==> src/hw/rtl/mtds_pkg.sv <==
`timescale 1ns / 1ps
`default_nettype none
package mtds_pkg;

  localparam int NUM_TIMERS_DEF = 16;
  localparam int MASK_W         = 16;
  // a wrapped remaining time is at most 2^16 below zero
  localparam int MOD_BITS       = 17;

  localparam logic [7:0]  MIN_INTERVAL_RST = 8'd10;
  localparam logic [15:0] REG_MAX          = 16'hFFFF;
  localparam logic [31:0] REMAIN_LIMIT     = 32'hFFFF_0000;
  localparam logic [31:0] TICKS_MAX        = 32'hFFFE_FFFF;

  localparam logic [1:0] MODE_START = 2'd0;
  localparam logic [1:0] MODE_STOP  = 2'd1;
  localparam logic [1:0] MODE_TICK  = 2'd2;

  typedef enum logic [2:0] {
    ST_IDLE,
    ST_EXEC,
    ST_RD,
    ST_EV,
    ST_DIV,
    ST_FIN,
    ST_OUT
  } state_t;

  typedef struct packed {
    logic latch;
    logic exec;
    logic tick_init;
    logic rd;
    logic eval;
    logic mod_go;
    logic mod_commit;
    logic fin;
    logic load_out;
  } cmd_t;

  typedef struct packed {
    logic is_tick;
    logic need_div;
    logic last_slot;
    logic mod_done;
    logic out_free;
  } stat_t;

  function automatic logic remain_idle(input logic [31:0] r);
    return (r == 32'd0) || (r >= REMAIN_LIMIT);
  endfunction

endpackage
`default_nettype wire

==> src/hw/rtl/multi_timer_deadline_scheduler_top.sv <==
`timescale 1ns / 1ps
`default_nettype none
// Channel  | Handshake          | Payload
// input    | in_valid/in_stall  | in_mode, in_timer_index, in_ticks, in_periodic, in_counter_now
// result   | out_valid/out_stall| out_compare_write, out_compare_value, out_expired_mask,
//          |                    | out_any_expired
// config   | cfg_valid/cfg_ready| cfg_min_interval
//
// Start, stop and ignored beats pass through the EXEC and OUT states to the result register.
// A tick walks the slots through the remaining-time RAM with a read state and an
// evaluate state per slot, plus a wait state for each expired periodic slot with a
// nonzero reload while the bit-serial modulo unit runs.
// Reset is synchronous; the slot RAMs need no clearing since a start writes both.
// A stalled result is held in the output register; the next beat is taken meanwhile.
module multi_timer_deadline_scheduler_top #(
  parameter int NUM_TIMERS = mtds_pkg::NUM_TIMERS_DEF
) (
  input  wire logic                          clk,
  input  wire logic                          rst_n,
  input  wire logic                          in_valid,
  output logic                               in_stall,
  input  wire logic [1:0]                    in_mode,
  input  wire logic [3:0]                    in_timer_index,
  input  wire logic [31:0]                   in_ticks,
  input  wire logic                          in_periodic,
  input  wire logic [15:0]                   in_counter_now,
  output logic                               out_valid,
  input  wire logic                          out_stall,
  output logic                               out_compare_write,
  output logic [15:0]                        out_compare_value,
  output logic [mtds_pkg::MASK_W-1:0]        out_expired_mask,
  output logic                               out_any_expired,
  input  wire logic                          cfg_valid,
  output logic                               cfg_ready,
  input  wire logic [7:0]                    cfg_min_interval
);

  mtds_pkg::cmd_t  cmd;
  mtds_pkg::stat_t stat;

  assign cfg_ready = 1'b1;

  mtds_ctrl u_ctrl (
    .clk      (clk),
    .rst_n    (rst_n),
    .in_valid (in_valid),
    .in_stall (in_stall),
    .stat     (stat),
    .cmd      (cmd)
  );

  mtds_datapath #(.NumTimers(NUM_TIMERS)) u_dp (
    .clk               (clk),
    .rst_n             (rst_n),
    .cmd               (cmd),
    .stat              (stat),
    .cfg_valid         (cfg_valid),
    .cfg_ready         (cfg_ready),
    .cfg_min_interval  (cfg_min_interval),
    .in_mode           (in_mode),
    .in_timer_index    (in_timer_index),
    .in_ticks          (in_ticks),
    .in_periodic       (in_periodic),
    .in_counter_now    (in_counter_now),
    .out_stall         (out_stall),
    .out_valid         (out_valid),
    .out_compare_write (out_compare_write),
    .out_compare_value (out_compare_value),
    .out_expired_mask  (out_expired_mask),
    .out_any_expired   (out_any_expired)
  );

endmodule
`default_nettype wire

==> src/hw/rtl/mtds_ram.sv <==
`timescale 1ns / 1ps
`default_nettype none
module mtds_ram #(
  parameter int Width = 32,
  parameter int Depth = 16,
  localparam int AW = (Depth > 1) ? $clog2(Depth) : 1
) (
  input  wire logic             clk,
  input  wire logic             we,
  input  wire logic [AW-1:0]    waddr,
  input  wire logic [Width-1:0] wdata,
  input  wire logic [AW-1:0]    raddr,
  output logic      [Width-1:0] rdata
);

  logic [Width-1:0] mem [Depth];

  always_ff @(posedge clk) begin
    if (we) begin
      mem[waddr] <= wdata;
    end
    rdata <= mem[raddr];
  end

endmodule
`default_nettype wire

==> src/hw/rtl/mtds_mod.sv <==
`timescale 1ns / 1ps
`default_nettype none
module mtds_mod (
  input  wire logic                          clk,
  input  wire logic                          rst_n,
  input  wire logic                          go,
  input  wire logic [mtds_pkg::MOD_BITS-1:0] dividend,
  input  wire logic [31:0]                   divisor,
  output logic                               done,
  output logic      [31:0]                   remainder
);

  localparam int CW = $clog2(mtds_pkg::MOD_BITS + 1);

  logic [31:0]                   rem_r, rem_nxt;
  logic [31:0]                   dsr_r, dsr_nxt;
  logic [mtds_pkg::MOD_BITS-1:0] dvd_r, dvd_nxt;
  logic [CW-1:0]                 cnt_r, cnt_nxt;
  logic                          busy_r, busy_nxt;
  logic                          done_r, done_nxt;
  logic [32:0]                   sh;

  always_comb begin
    rem_nxt  = rem_r;
    dsr_nxt  = dsr_r;
    dvd_nxt  = dvd_r;
    cnt_nxt  = cnt_r;
    busy_nxt = busy_r;
    done_nxt = 1'b0;
    sh       = {rem_r, dvd_r[mtds_pkg::MOD_BITS-1]};
    if (go) begin
      rem_nxt  = 32'd0;
      dsr_nxt  = divisor;
      dvd_nxt  = dividend;
      cnt_nxt  = '0;
      busy_nxt = 1'b1;
    end else if (busy_r) begin
      // restoring step: one dividend bit a cycle
      if (sh >= {1'b0, dsr_r}) begin
        sh = sh - {1'b0, dsr_r};
      end
      rem_nxt = sh[31:0];
      dvd_nxt = {dvd_r[mtds_pkg::MOD_BITS-2:0], 1'b0};
      cnt_nxt = cnt_r + CW'(1);
      if (cnt_r == CW'(mtds_pkg::MOD_BITS - 1)) begin
        busy_nxt = 1'b0;
        done_nxt = 1'b1;
      end
    end
  end

  always_ff @(posedge clk) begin
    if (!rst_n) begin
      busy_r <= 1'b0;
      done_r <= 1'b0;
      cnt_r  <= '0;
    end else begin
      busy_r <= busy_nxt;
      done_r <= done_nxt;
      cnt_r  <= cnt_nxt;
    end
    rem_r <= rem_nxt;
    dsr_r <= dsr_nxt;
    dvd_r <= dvd_nxt;
  end

  assign done      = done_r;
  assign remainder = rem_r;

endmodule
`default_nettype wire

==> src/hw/rtl/mtds_datapath.sv <==
`timescale 1ns / 1ps
`default_nettype none
module mtds_datapath #(
  parameter int NumTimers = mtds_pkg::NUM_TIMERS_DEF,
  localparam int IW = (NumTimers > 1) ? $clog2(NumTimers) : 1
) (
  input  wire logic                          clk,
  input  wire logic                          rst_n,
  input  wire mtds_pkg::cmd_t                cmd,
  output mtds_pkg::stat_t                    stat,
  input  wire logic                          cfg_valid,
  input  wire logic                          cfg_ready,
  input  wire logic [7:0]                    cfg_min_interval,
  input  wire logic [1:0]                    in_mode,
  input  wire logic [3:0]                    in_timer_index,
  input  wire logic [31:0]                   in_ticks,
  input  wire logic                          in_periodic,
  input  wire logic [15:0]                   in_counter_now,
  input  wire logic                          out_stall,
  output logic                               out_valid,
  output logic                               out_compare_write,
  output logic [15:0]                        out_compare_value,
  output logic [mtds_pkg::MASK_W-1:0]        out_expired_mask,
  output logic                               out_any_expired
);

  logic [7:0]  min_r;
  logic [15:0] last_r;
  logic [1:0]  mode_r;
  logic [3:0]  idx_r;
  logic [31:0] ticks_r;
  logic        per_r;
  logic [15:0] now_r;
  logic [15:0] delta_r;
  logic [IW-1:0] i_r;
  logic [15:0] best_r;
  logic [31:0] r_r;
  logic [31:0] rl_r;
  logic [NumTimers-1:0] active_r, active_nxt;
  logic [NumTimers-1:0] per_flag_r, per_flag_nxt;
  logic        res_cw_r;
  logic [15:0] res_cv_r;
  logic [mtds_pkg::MASK_W-1:0] mask_r, mask_nxt;
  logic        out_valid_r;
  logic        out_cw_r;
  logic [15:0] out_cv_r;
  logic [mtds_pkg::MASK_W-1:0] out_mask_r;
  logic        out_any_r;

  logic [31:0] q_rem, q_rl;
  logic [IW-1:0] slot_idx;
  logic        idx_ok, start_ok, stop_ok;
  logic [15:0] delta_now;
  logic [31:0] t_sat, t_min, rem_start;
  logic        skip, expd, kill;
  logic [31:0] r_ev, r_neg, r_new, mod_rem;
  logic        mod_done;
  logic [15:0] best_min;
  logic        rem_we, rl_we;
  logic [IW-1:0] w_addr;
  logic [31:0] rem_wdata;

  assign idx_ok    = 32'(idx_r) < NumTimers;
  assign start_ok  = (mode_r == mtds_pkg::MODE_START) && idx_ok;
  assign stop_ok   = (mode_r == mtds_pkg::MODE_STOP) && idx_ok;
  assign slot_idx  = IW'(idx_r);
  assign delta_now = now_r - last_r;
  assign t_sat     = (ticks_r > mtds_pkg::TICKS_MAX) ? mtds_pkg::TICKS_MAX : ticks_r;
  assign t_min     = (t_sat < {24'd0, min_r}) ? {24'd0, min_r} : t_sat;
  assign rem_start = t_min + {16'd0, delta_now};

  assign skip  = !active_r[i_r] || mtds_pkg::remain_idle(q_rem);
  assign r_ev  = q_rem - {16'd0, delta_r};
  assign expd  = !skip && mtds_pkg::remain_idle(r_ev);
  assign kill  = expd && (!per_flag_r[i_r] || (q_rl == 32'd0));
  assign r_neg = 32'd0 - r_ev;
  assign r_new = rl_r - mod_rem;
  assign best_min = (best_r < {8'd0, min_r}) ? {8'd0, min_r} : best_r;

  assign rem_we    = (cmd.exec && start_ok) || (cmd.eval && !skip) || cmd.mod_commit;
  assign rl_we     = cmd.exec && start_ok;
  assign w_addr    = cmd.exec ? slot_idx : i_r;
  assign rem_wdata = cmd.exec ? rem_start : (cmd.mod_commit ? r_new : r_ev);

  mtds_ram #(.Width(32), .Depth(NumTimers)) u_rem_ram (
    .clk   (clk),
    .we    (rem_we),
    .waddr (w_addr),
    .wdata (rem_wdata),
    .raddr (i_r),
    .rdata (q_rem)
  );

  mtds_ram #(.Width(32), .Depth(NumTimers)) u_rl_ram (
    .clk   (clk),
    .we    (rl_we),
    .waddr (w_addr),
    .wdata (t_min),
    .raddr (i_r),
    .rdata (q_rl)
  );

  mtds_mod u_mod (
    .clk       (clk),
    .rst_n     (rst_n),
    .go        (cmd.mod_go),
    .dividend  (r_neg[mtds_pkg::MOD_BITS-1:0]),
    .divisor   (q_rl),
    .done      (mod_done),
    .remainder (mod_rem)
  );

  always_comb begin
    active_nxt   = active_r;
    per_flag_nxt = per_flag_r;
    mask_nxt     = mask_r;
    if (cmd.exec && start_ok) begin
      active_nxt[slot_idx]   = 1'b1;
      per_flag_nxt[slot_idx] = per_r;
    end else if (cmd.exec && stop_ok) begin
      active_nxt[slot_idx] = 1'b0;
    end
    if (cmd.eval && kill) begin
      active_nxt[i_r] = 1'b0;
    end
    if (cmd.exec || cmd.tick_init) begin
      mask_nxt = '0;
    end
    for (int k = 0; k < mtds_pkg::MASK_W; k++) begin
      if (k < NumTimers && (cmd.eval || cmd.mod_go) && expd && i_r == IW'(k)) begin
        mask_nxt[k] = 1'b1;
      end
    end
  end

  always_ff @(posedge clk) begin
    if (!rst_n) begin
      min_r       <= mtds_pkg::MIN_INTERVAL_RST;
      last_r      <= 16'd0;
      active_r    <= '0;
      per_flag_r  <= '0;
      out_valid_r <= 1'b0;
    end else begin
      if (cfg_valid && cfg_ready) begin
        min_r <= cfg_min_interval;
      end
      if (cmd.tick_init) begin
        last_r <= now_r;
      end
      active_r   <= active_nxt;
      per_flag_r <= per_flag_nxt;
      if (cmd.load_out) begin
        out_valid_r <= 1'b1;
      end else if (!out_stall) begin
        out_valid_r <= 1'b0;
      end
    end
    if (cmd.latch) begin
      mode_r  <= in_mode;
      idx_r   <= in_timer_index;
      ticks_r <= in_ticks;
      per_r   <= in_periodic;
      now_r   <= in_counter_now;
    end
    mask_r <= mask_nxt;
    if (cmd.exec) begin
      res_cw_r <= start_ok;
      res_cv_r <= start_ok ? (now_r + {8'd0, min_r}) : 16'd0;
    end
    if (cmd.tick_init) begin
      delta_r <= delta_now;
      i_r     <= '0;
      best_r  <= mtds_pkg::REG_MAX;
    end
    if (cmd.eval) begin
      i_r <= i_r + IW'(1);
      if (!skip && !kill && r_ev < {16'd0, best_r}) begin
        best_r <= r_ev[15:0];
      end
    end
    if (cmd.mod_go) begin
      r_r  <= r_ev;
      rl_r <= q_rl;
    end
    if (cmd.mod_commit) begin
      i_r <= i_r + IW'(1);
      if (r_new < {16'd0, best_r}) begin
        best_r <= r_new[15:0];
      end
    end
    if (cmd.fin) begin
      res_cw_r <= 1'b1;
      res_cv_r <= now_r + best_min;
    end
    if (cmd.load_out) begin
      out_cw_r   <= res_cw_r;
      out_cv_r   <= res_cv_r;
      out_mask_r <= mask_r;
      out_any_r  <= |mask_r;
    end
  end

  assign stat.is_tick   = (mode_r == mtds_pkg::MODE_TICK);
  assign stat.need_div  = expd && !kill;
  assign stat.last_slot = (i_r == IW'(NumTimers - 1));
  assign stat.mod_done  = mod_done;
  assign stat.out_free  = !out_valid_r || !out_stall;

  assign out_valid         = out_valid_r;
  assign out_compare_write = out_cw_r;
  assign out_compare_value = out_cv_r;
  assign out_expired_mask  = out_mask_r;
  assign out_any_expired   = out_any_r;

  a_any_matches_mask: assert property (@(posedge clk) disable iff (!rst_n)
    out_valid_r |-> (out_any_r == (out_mask_r != '0)))
    else $error("any_expired disagrees with expired_mask");

  // the held wrap value must lie in the idle range when the modulo result is committed
  a_wrap_in_idle_range: assert property (@(posedge clk) disable iff (!rst_n)
    cmd.mod_commit |-> mtds_pkg::remain_idle(r_r))
    else $error("periodic reload of an unexpired slot");

  a_reload_nonzero: assert property (@(posedge clk) disable iff (!rst_n)
    cmd.mod_commit |-> (rl_r != 32'd0))
    else $error("modulo by zero reload");

endmodule
`default_nettype wire

==> src/hw/rtl/mtds_ctrl.sv <==
`timescale 1ns / 1ps
`default_nettype none
module mtds_ctrl (
  input  wire logic            clk,
  input  wire logic            rst_n,
  input  wire logic            in_valid,
  output logic                 in_stall,
  input  wire mtds_pkg::stat_t stat,
  output mtds_pkg::cmd_t       cmd
);

  mtds_pkg::state_t state_r, state_nxt;

  always_comb begin
    state_nxt = state_r;
    unique case (state_r)
      mtds_pkg::ST_IDLE: if (in_valid) state_nxt = mtds_pkg::ST_EXEC;
      mtds_pkg::ST_EXEC: state_nxt = stat.is_tick ? mtds_pkg::ST_RD : mtds_pkg::ST_OUT;
      mtds_pkg::ST_RD:   state_nxt = mtds_pkg::ST_EV;
      mtds_pkg::ST_EV: begin
        if (stat.need_div) state_nxt = mtds_pkg::ST_DIV;
        else if (stat.last_slot) state_nxt = mtds_pkg::ST_FIN;
        else state_nxt = mtds_pkg::ST_RD;
      end
      mtds_pkg::ST_DIV: begin
        if (stat.mod_done) begin
          state_nxt = stat.last_slot ? mtds_pkg::ST_FIN : mtds_pkg::ST_RD;
        end
      end
      mtds_pkg::ST_FIN:  state_nxt = mtds_pkg::ST_OUT;
      mtds_pkg::ST_OUT:  if (stat.out_free) state_nxt = mtds_pkg::ST_IDLE;
      default:           state_nxt = mtds_pkg::ST_IDLE;
    endcase
  end

  always_comb begin
    cmd      = '0;
    in_stall = 1'b1;
    unique case (state_r)
      mtds_pkg::ST_IDLE: begin
        in_stall  = 1'b0;
        cmd.latch = in_valid;
      end
      mtds_pkg::ST_EXEC: begin
        cmd.tick_init = stat.is_tick;
        cmd.exec      = !stat.is_tick;
      end
      mtds_pkg::ST_RD:   cmd.rd = 1'b1;
      mtds_pkg::ST_EV: begin
        cmd.mod_go = stat.need_div;
        cmd.eval   = !stat.need_div;
      end
      mtds_pkg::ST_DIV:  cmd.mod_commit = stat.mod_done;
      mtds_pkg::ST_FIN:  cmd.fin = 1'b1;
      mtds_pkg::ST_OUT:  cmd.load_out = stat.out_free;
      default: ;
    endcase
  end

  always_ff @(posedge clk) begin
    if (!rst_n) begin
      state_r <= mtds_pkg::ST_IDLE;
    end else begin
      state_r <= state_nxt;
    end
  end

  a_cmd_onehot: assert property (@(posedge clk) disable iff (!rst_n)
    $onehot0({cmd.exec, cmd.tick_init, cmd.eval, cmd.mod_go, cmd.mod_commit,
              cmd.fin, cmd.load_out}))
    else $error("conflicting datapath commands");

  a_div_follows_go: assert property (@(posedge clk) disable iff (!rst_n)
    cmd.mod_go |=> (state_r == mtds_pkg::ST_DIV))
    else $error("modulo started outside the wait state");

  a_busy_stalls: assert property (@(posedge clk) disable iff (!rst_n)
    (state_r != mtds_pkg::ST_IDLE) |-> in_stall)
    else $error("input taken while busy");

endmodule
`default_nettype wire

==> config.mk <==
export PLATFORM = sky130hd
export DESIGN_NAME = multi_timer_deadline_scheduler_top
export DESIGN_NICKNAME = d
export VERILOG_FILES = /design/src/hw/rtl/mtds_pkg.sv /design/src/hw/rtl/multi_timer_deadline_scheduler_top.sv /design/src/hw/rtl/mtds_ram.sv /design/src/hw/rtl/mtds_mod.sv /design/src/hw/rtl/mtds_datapath.sv /design/src/hw/rtl/mtds_ctrl.sv
export SDC_FILE = /design/constraint.sdc
export NUM_CORES = 2
export LEC_CHECK = 0
export BUFFER_PORTS_ARGS = -buffer_cell sky130_fd_sc_hd__buf_2
export CAP_MARGIN = 15
export CORE_AREA = 2 2 428 303
export DETAILED_ROUTE_END_ITERATION = 10
export DIE_AREA = 0 0 430 305
export GPL_TIMING_DRIVEN = 0
export PLACE_DENSITY = 0.7
export SKIP_CTS_REPAIR_TIMING = 1
export SLEW_MARGIN = 0
export SYNTH_ARGS = -nofsm -noshare
export SYNTH_HDL_FRONTEND = slang
export SYNTH_HIERARCHICAL = 1
export SYNTH_SLANG_ARGS = --single-unit
==> constraint.sdc <==
create_clock -name clk -period 19.45 [get_ports clk]
set_input_delay 2.9175 -clock clk [delete_from_list [all_inputs] [get_ports clk]]
set_output_delay 2.9175 -clock clk [all_outputs]
set_load 0.02 [all_outputs]
# [Yosys cells after proc, flatten, opt, wreduce, memory -nomap -nowiden]
# Memories as Yosys holds them, arrays and structs flattened. A register that Yosys moved wholly into a read port is not among the register bits.
# Index checks and enable logic that the tools add are counted.
[totals] register_bits=306 ramBits=1024 out_inout_bits=37 n_memories=2
[op_classes] addsub=10 n_lt_le_gt_ge=12 n_eq_ne=28 mux=56 bitwise_logic=7 n_reduce_logical=58
[mem_list] name="u_dp.u_rem_ram.mem" words=16 width=32 rd=1 rd_ports_with_merged_regs=1 write_ports=1 line_no="mtds_ram.sv:16" rtl="logic [Width-1:0] mem [Depth];"
[mem_list] name="u_dp.u_rl_ram.mem" words=16 width=32 rd=1 rd_ports_with_merged_regs=1 write_ports=1 line_no="mtds_ram.sv:16"
[ops] cell="16-bit two-way mux" count=12
[ops] cell="32-bit two-way mux" count=5
[ops] cell="32-bit logical NOT" count=3
[ops] cell="32-bit greater-or-equal comparator (second input constant)" count=2
[ops] cell="32-bit by 16-bit < comparator with 1-bit output" count=2
[ops] cell="32-bit subtractor" count=2
[ops] cell="17-bit two-way mux" count=2
[ops] cell="33-bit by 32-bit greater-or-equal comparator with 1-bit output" count=1
[ops] cell="32-bit by 16-bit adder with 32-bit output" count=1
[ops] cell="16-bit bitwise AND" count=2
[ops] cell="4-bit equality test (second input constant)" count=8
[ops] cell="32-bit greater-than comparator (second input constant)" count=1
[ops] cell="32-bit by 8-bit < comparator with 1-bit output" count=1
[ops] cell="16-bit NOT" count=2
[ops] cell="32-bit by 16-bit subtractor with 32-bit output" count=1
[ops] cell="1-bit logical AND" count=28
[ops] cell="3-bit case mux with 7 select lines" count=1
[ops] cell="1-bit two-way mux" count=19
[ops] cell="3-bit two-way mux" count=6
[ops] cell="1-bit by 17-bit subtractor with 17-bit output (first input constant)" count=1
[ops] cell="16-bit adder" count=1
[ops] cell="16-bit by 8-bit adder with 16-bit output" count=1
[ops] cell="16-bit bitwise mux" count=1
[ops] cell="4-bit by 3-bit equality test with 1-bit output (second input constant)" count=4
[ops] cell="33 further kinds" count=64

# [Longest topological paths before layout]
[depth] word_depth=16 ltp_mapped=28

# [Hierarchy]
# Netlist, hierarchy kept.
[by_module_without_submodules] module="mtds_ram" n_inst=2 cells_per_inst=838 area_per_inst_um2=19835.3 seq_area_each_um2=16015.4
[by_module_without_submodules] module="mtds_datapath" n_inst=1 cells_per_inst=1914 area_per_inst_um2=17764.5 seq_area_each_um2=6516.2
[by_module_without_submodules] module="mtds_mod" n_inst=1 cells_per_inst=563 area_per_inst_um2=5303.8 seq_area_each_um2=2252.2
[by_module_without_submodules] module="mtds_ctrl" n_inst=1 cells_per_inst=48 area_per_inst_um2=341.6 seq_area_each_um2=60.1
[by_module_without_submodules] module="multi_timer_deadline_scheduler_top" n_inst=1 cells_per_inst=2 area_per_inst_um2=11.3 seq_area_each_um2=0.0

# [Worst setup path before layout]
# Ideal clock, no wire load.
[synth_timing] kind="register to register" from="register u_dp.u_rem_ram.rdata[0], read port of u_dp.u_rem_ram.mem" to="memory u_dp.u_rem_ram.mem[0][0] (enable)" arrival_time_ps=6197 required_ps=18989 slack_ps=12792 path_stages_with_launch=21 cell_sequence="dfxtp_1 > inv_1 > ha_1 > inv_1 > fa_1 > a21oi_1 > o211ai_4 > a21oi_1 > o21ai_0 > xor2_1 > o2111ai_1 > or4_4 > nor3_2 > o21a_1 > buf_2 > nor2b_1 > nor2_1 > and2_1 > or3_1 > or3b_2 > nor3_1"
[synth_rtl] item="start: declaration" line_no="mtds_ram.sv:13" rtl="output logic [Width-1:0] rdata"
[synth_rtl] item="end: declaration" line_no="mtds_ram.sv:16"

# [Worst setup path after layout]
[layout_timing] from="register u_dp.ticks_r[17]" to="memory u_dp.u_rem_ram.mem[7][26] (data pin)"
[layout_between] elab_chain_len=6
[layout_rtl] item="start: declaration" line_no="mtds_datapath.sv:31" rtl="logic [31:0] ticks_r;"
[layout_rtl] item="start signal: assignment" line_no="mtds_datapath.sv:161" rtl="ticks_r <= in_ticks;"
[layout_rtl] item="32-bit greater-than comparator" line_no="mtds_datapath.sv:68" rtl="assign t_sat = (ticks_r > mtds_pkg::TICKS_MAX) ? mtds_pkg::TICKS_MAX : ticks_r;"
[layout_rtl] item="32-bit two-way mux (*)" line_no="mtds_datapath.sv:68"
[layout_rtl] item="32-bit by 8-bit < comparator with 1-bit output" line_no="mtds_datapath.sv:69" rtl="assign t_min = (t_sat < {24'd0, min_r}) ? {24'd0, min_r} : t_sat;"
[layout_rtl] item="32-bit two-way mux (*)" line_no="mtds_datapath.sv:69"
[layout_rtl] item="named net u_dp.t_min[0]" line_no="mtds_datapath.sv:54" rtl="logic [31:0] t_sat, t_min, rem_start;"
[layout_rtl] item="32-bit by 16-bit adder with 32-bit output (*)" line_no="mtds_datapath.sv:70" rtl="assign rem_start = t_min + {16'd0, delta_now};"
[layout_rtl] item="32-bit two-way mux (*)" line_no="mtds_datapath.sv:83" rtl="assign rem_wdata = cmd.exec ? rem_start : (cmd.mod_commit ? r_new : r_ev);"
[layout_rtl] item="named net u_dp.rem_wdata[26]" line_no="mtds_datapath.sv:61" rtl="logic [31:0] rem_wdata;"
# Mark *: on every way through the listed nets, which the timed path passes. The rest lies on a longest branch.

==> results.md <==
- Status: finished clean
- TritonCTS clock tree: yes
- Num CTS Buffers: 135
- H-Tree Depth: 4
- Final net count: 4,790
- Post-Route WL: 174.0 mm
- Worst hold-check path type: reg -> reg
- Post-route DRC: 0
- Die height: 305 um
- Latest clock arrival within the worst-skew pair: 810 ps
- Fin util: 56.32%
- First-pass GRT wire length: 254.4 mm
- WP data required: 19,860 ps
- Fmax: 0.08976 GHz
- Max-Cap Viols: 0
- Initial antenna violation count: 10
- Clock power frac: 31.2%
- Gate power share: 23.7%
- Tightest Pin Transition: 1269 ps
- Int Pwr: 5959 uW
- Worst-case reg-to-reg path depth: 28
- Number of global-route vias before repair: 37,840
- Total gr overflow: 0
- Vias per cell: 6.264
- Final TNS setup: 0 ps
- Max stage delay cell, worst path: o21ai_0
- Critical Path AT: 11,550 ps
- CP Class: reg -> reg
- GP Congestion: 0.9708
- Initial core utilization: 49.55%
- Post-DP HPWL: 121.1 mm
- Area Growth Syn to Fin: 13.65%
- WHS Path Cells: 0
- Die area: 131,200 um^2
- Clock-pin slew on the worst setup and hold paths: 60 ps
- Leak pwr: 0.02457 uW
- All-Layer GR Usage: 26.44%
- Synth Instances: 4,202
- Min cycle time layout: 11,140 ps
- CP peak stage delay: 970 ps
- Final Setup Violations: 0
- Worst VDD drop: 0.09425 mV
- Via Count: 39,620
- Starting DRT DRC Count: 5,429
- Clk buf depth: 3
- Antenna viol nets, final: 0
- Core area: 127,300 um^2
- Crit end category: register
- Yosys Warn Count: 6
- Pin count of the biggest net entering global routing: 66
- Fin. max-slew vios: 0
- Post-route clock period utilization: 57.28%
- RSZ-0062 raised after global routing: no
- Switching share of power: 31.34%
- IO Port Bufs: 103
- Mean Syn Cell Area: 15.01 um^2
- Worst Skew: 56.81 ps
- Max FO, Critical Path: 17
- Row count: 110
- Mapped Area: 63,090 um^2
- Power Density: 121.1 nW/um^2
- Slew headroom: 14.48%
- Drt first pass iters: 8
- NetSw: 2721 uW
- I/O Pins: 105
- Share of layout cells above drive strength 1: 18.74%
- Final Hold Viols: 0
- Die Wd: 430 um
- Seq pwr share: 45.1%
- Avg WL per Cell: 27.52 um
- Sink Count: 1,426
- Clock root cell: clkbuf_16
- Worst setup SP type: register
cell usage in the layout (no fill, tap or decap), drive strengths merged, types with 11 or more instances in the layout:
cell type,n
o211ai,22
a311oi,20
a32o,16
a211oi,27
nand2b,38
mux4,266
dfxtp,196
and4,12
clkinv,52
edfxtp,1230
a22oi,131
nor3,55
nand3,86
o21bai,22
nor2,216
a21oi,154
a31oi,13
or2,36
a21o,36
mux2i,48
inv,191
mux2,52
buf,270
nor2b,51
and2,21
nand4,28
o21ai,126
or3,20
and3,15
o311a,16
a21boi,30
nand2,302
xnor2,88
nor4,43
xor2,59
clkbuf,295
ha,185
o21a,14
o31ai,11
bufinv,12
critical path: cells and delay by family, from the launching register on:
family / cells / cell delay [ps]
multiplexers: 1 / 590
AO/OA/AOI/OAI: 9 / 3900
AND/OR/NAND/NOR: 12 / 3920
adder cells (fa/ha/maj): 3 / 950
flip-flops: 1 / 340
XOR/XNOR: 1 / 80
buffers and inverters: 2 / 940
state kept, by name, indices dropped and copies added, names as in the netlist, 3 cells and up:
| register | count |
|---|---|
| u_ctrl/state_r | 3 |
| u_dp/active_r | 16 |
| u_dp/best_r | 16 |
| u_dp/delta_r | 16 |
| u_dp/i_r | 4 |
| u_dp/idx_r | 4 |
| u_dp/last_r | 16 |
| u_dp/mask_r | 16 |
| u_dp/min_r | 8 |
| u_dp/now_r | 16 |
| u_dp/out_compare_value | 16 |
| u_dp/out_expired_mask | 16 |
| u_dp/per_flag_r | 16 |
| u_dp/res_cv_r | 16 |
| u_dp/rl_r | 32 |
| u_dp/ticks_r | 32 |
| u_dp/u_mod/cnt_r | 5 |
| u_dp/u_mod/dsr_r | 32 |
| u_dp/u_mod/dvd_r | 17 |
| u_dp/u_mod/remainder | 32 |
| u_dp/u_rem_ram/mem | 512 |
| u_dp/u_rem_ram/rdata | 32 |
| u_dp/u_rl_ram/mem | 512 |
| u_dp/u_rl_ram/rdata | 32 |
through the flow:
step / setup slack (ps) / area [um^2] / hold slack (ps) / cells / power [uW]
global route: 7972 / 71690 / 422.8 / 6323 / 9007
global placement: 8646 / 65710 / 403.3 / 5987 / 5831
floorplan: 12790 / 63090 / 400.3 / 4204 / 5169
CTS: 8450 / 71620 / 421.4 / 6312 / 8647
detailed placement: 8545 / 67060 / 405.9 / 6062 / 5954
finish: 8310 / 71700 / 418.1 / 6325 / 8680
metal layers:
layer	GRT usage [%]	up-vias	wire length, um
li1	-	17010	-
met1	40.44	19990	74370
met2	37.07	2349	73350
met3	7.812	265	22630
met4	6.338	2	3680
met5	0	-	13
layout make-up:
type | instances | area (um^2)
Fill cell | 9754 | 55610
Antenna cell | 2 | 5.005
Buffer | 203 | 937.1
Multi-Input combinational cell | 2393 | 20870
Inverter | 182 | 683.2
Tap cell | 1680 | 2102
Timing Repair Buffer | 189 | 1689
Clock buffer | 173 | 3632
Clock inverter | 77 | 920.9
Sequential cell | 1426 | 40860
power groups by stage:
| stage | Combinational, uW | Clock [uW] | Sequential [uW] |
|---|---|---|---|
| floorplan | 1290 | 0 | 3880 |
| global placement | 1840 | 0 | 3990 |
| detailed placement | 1980 | 0 | 3970 |
| CTS | 1990 | 2740 | 3910 |
| global route | 2220 | 2860 | 3920 |
| finish | 2060 | 2710 | 3920 |
worst paths after layout:
check,start,slack [ps],endpoint
setup / recovery,u_dp/ticks_r[17]$_DFFE_PP_,8310,u_dp/u_rem_ram/mem[7][26]$_DFFE_PP_
hold reg to reg,u_dp/res_cv_r[5]$_DFFE_PP_,420,u_dp/out_compare_value[5]$_DFFE_PP_
setup reg to reg,u_dp/ticks_r[17]$_DFFE_PP_,8310,u_dp/u_rem_ram/mem[7][26]$_DFFE_PP_
hold / removal,u_dp/res_cv_r[5]$_DFFE_PP_,420,u_dp/out_compare_value[5]$_DFFE_PP_
Note: power is estimated with default switching activity, not from simulation.
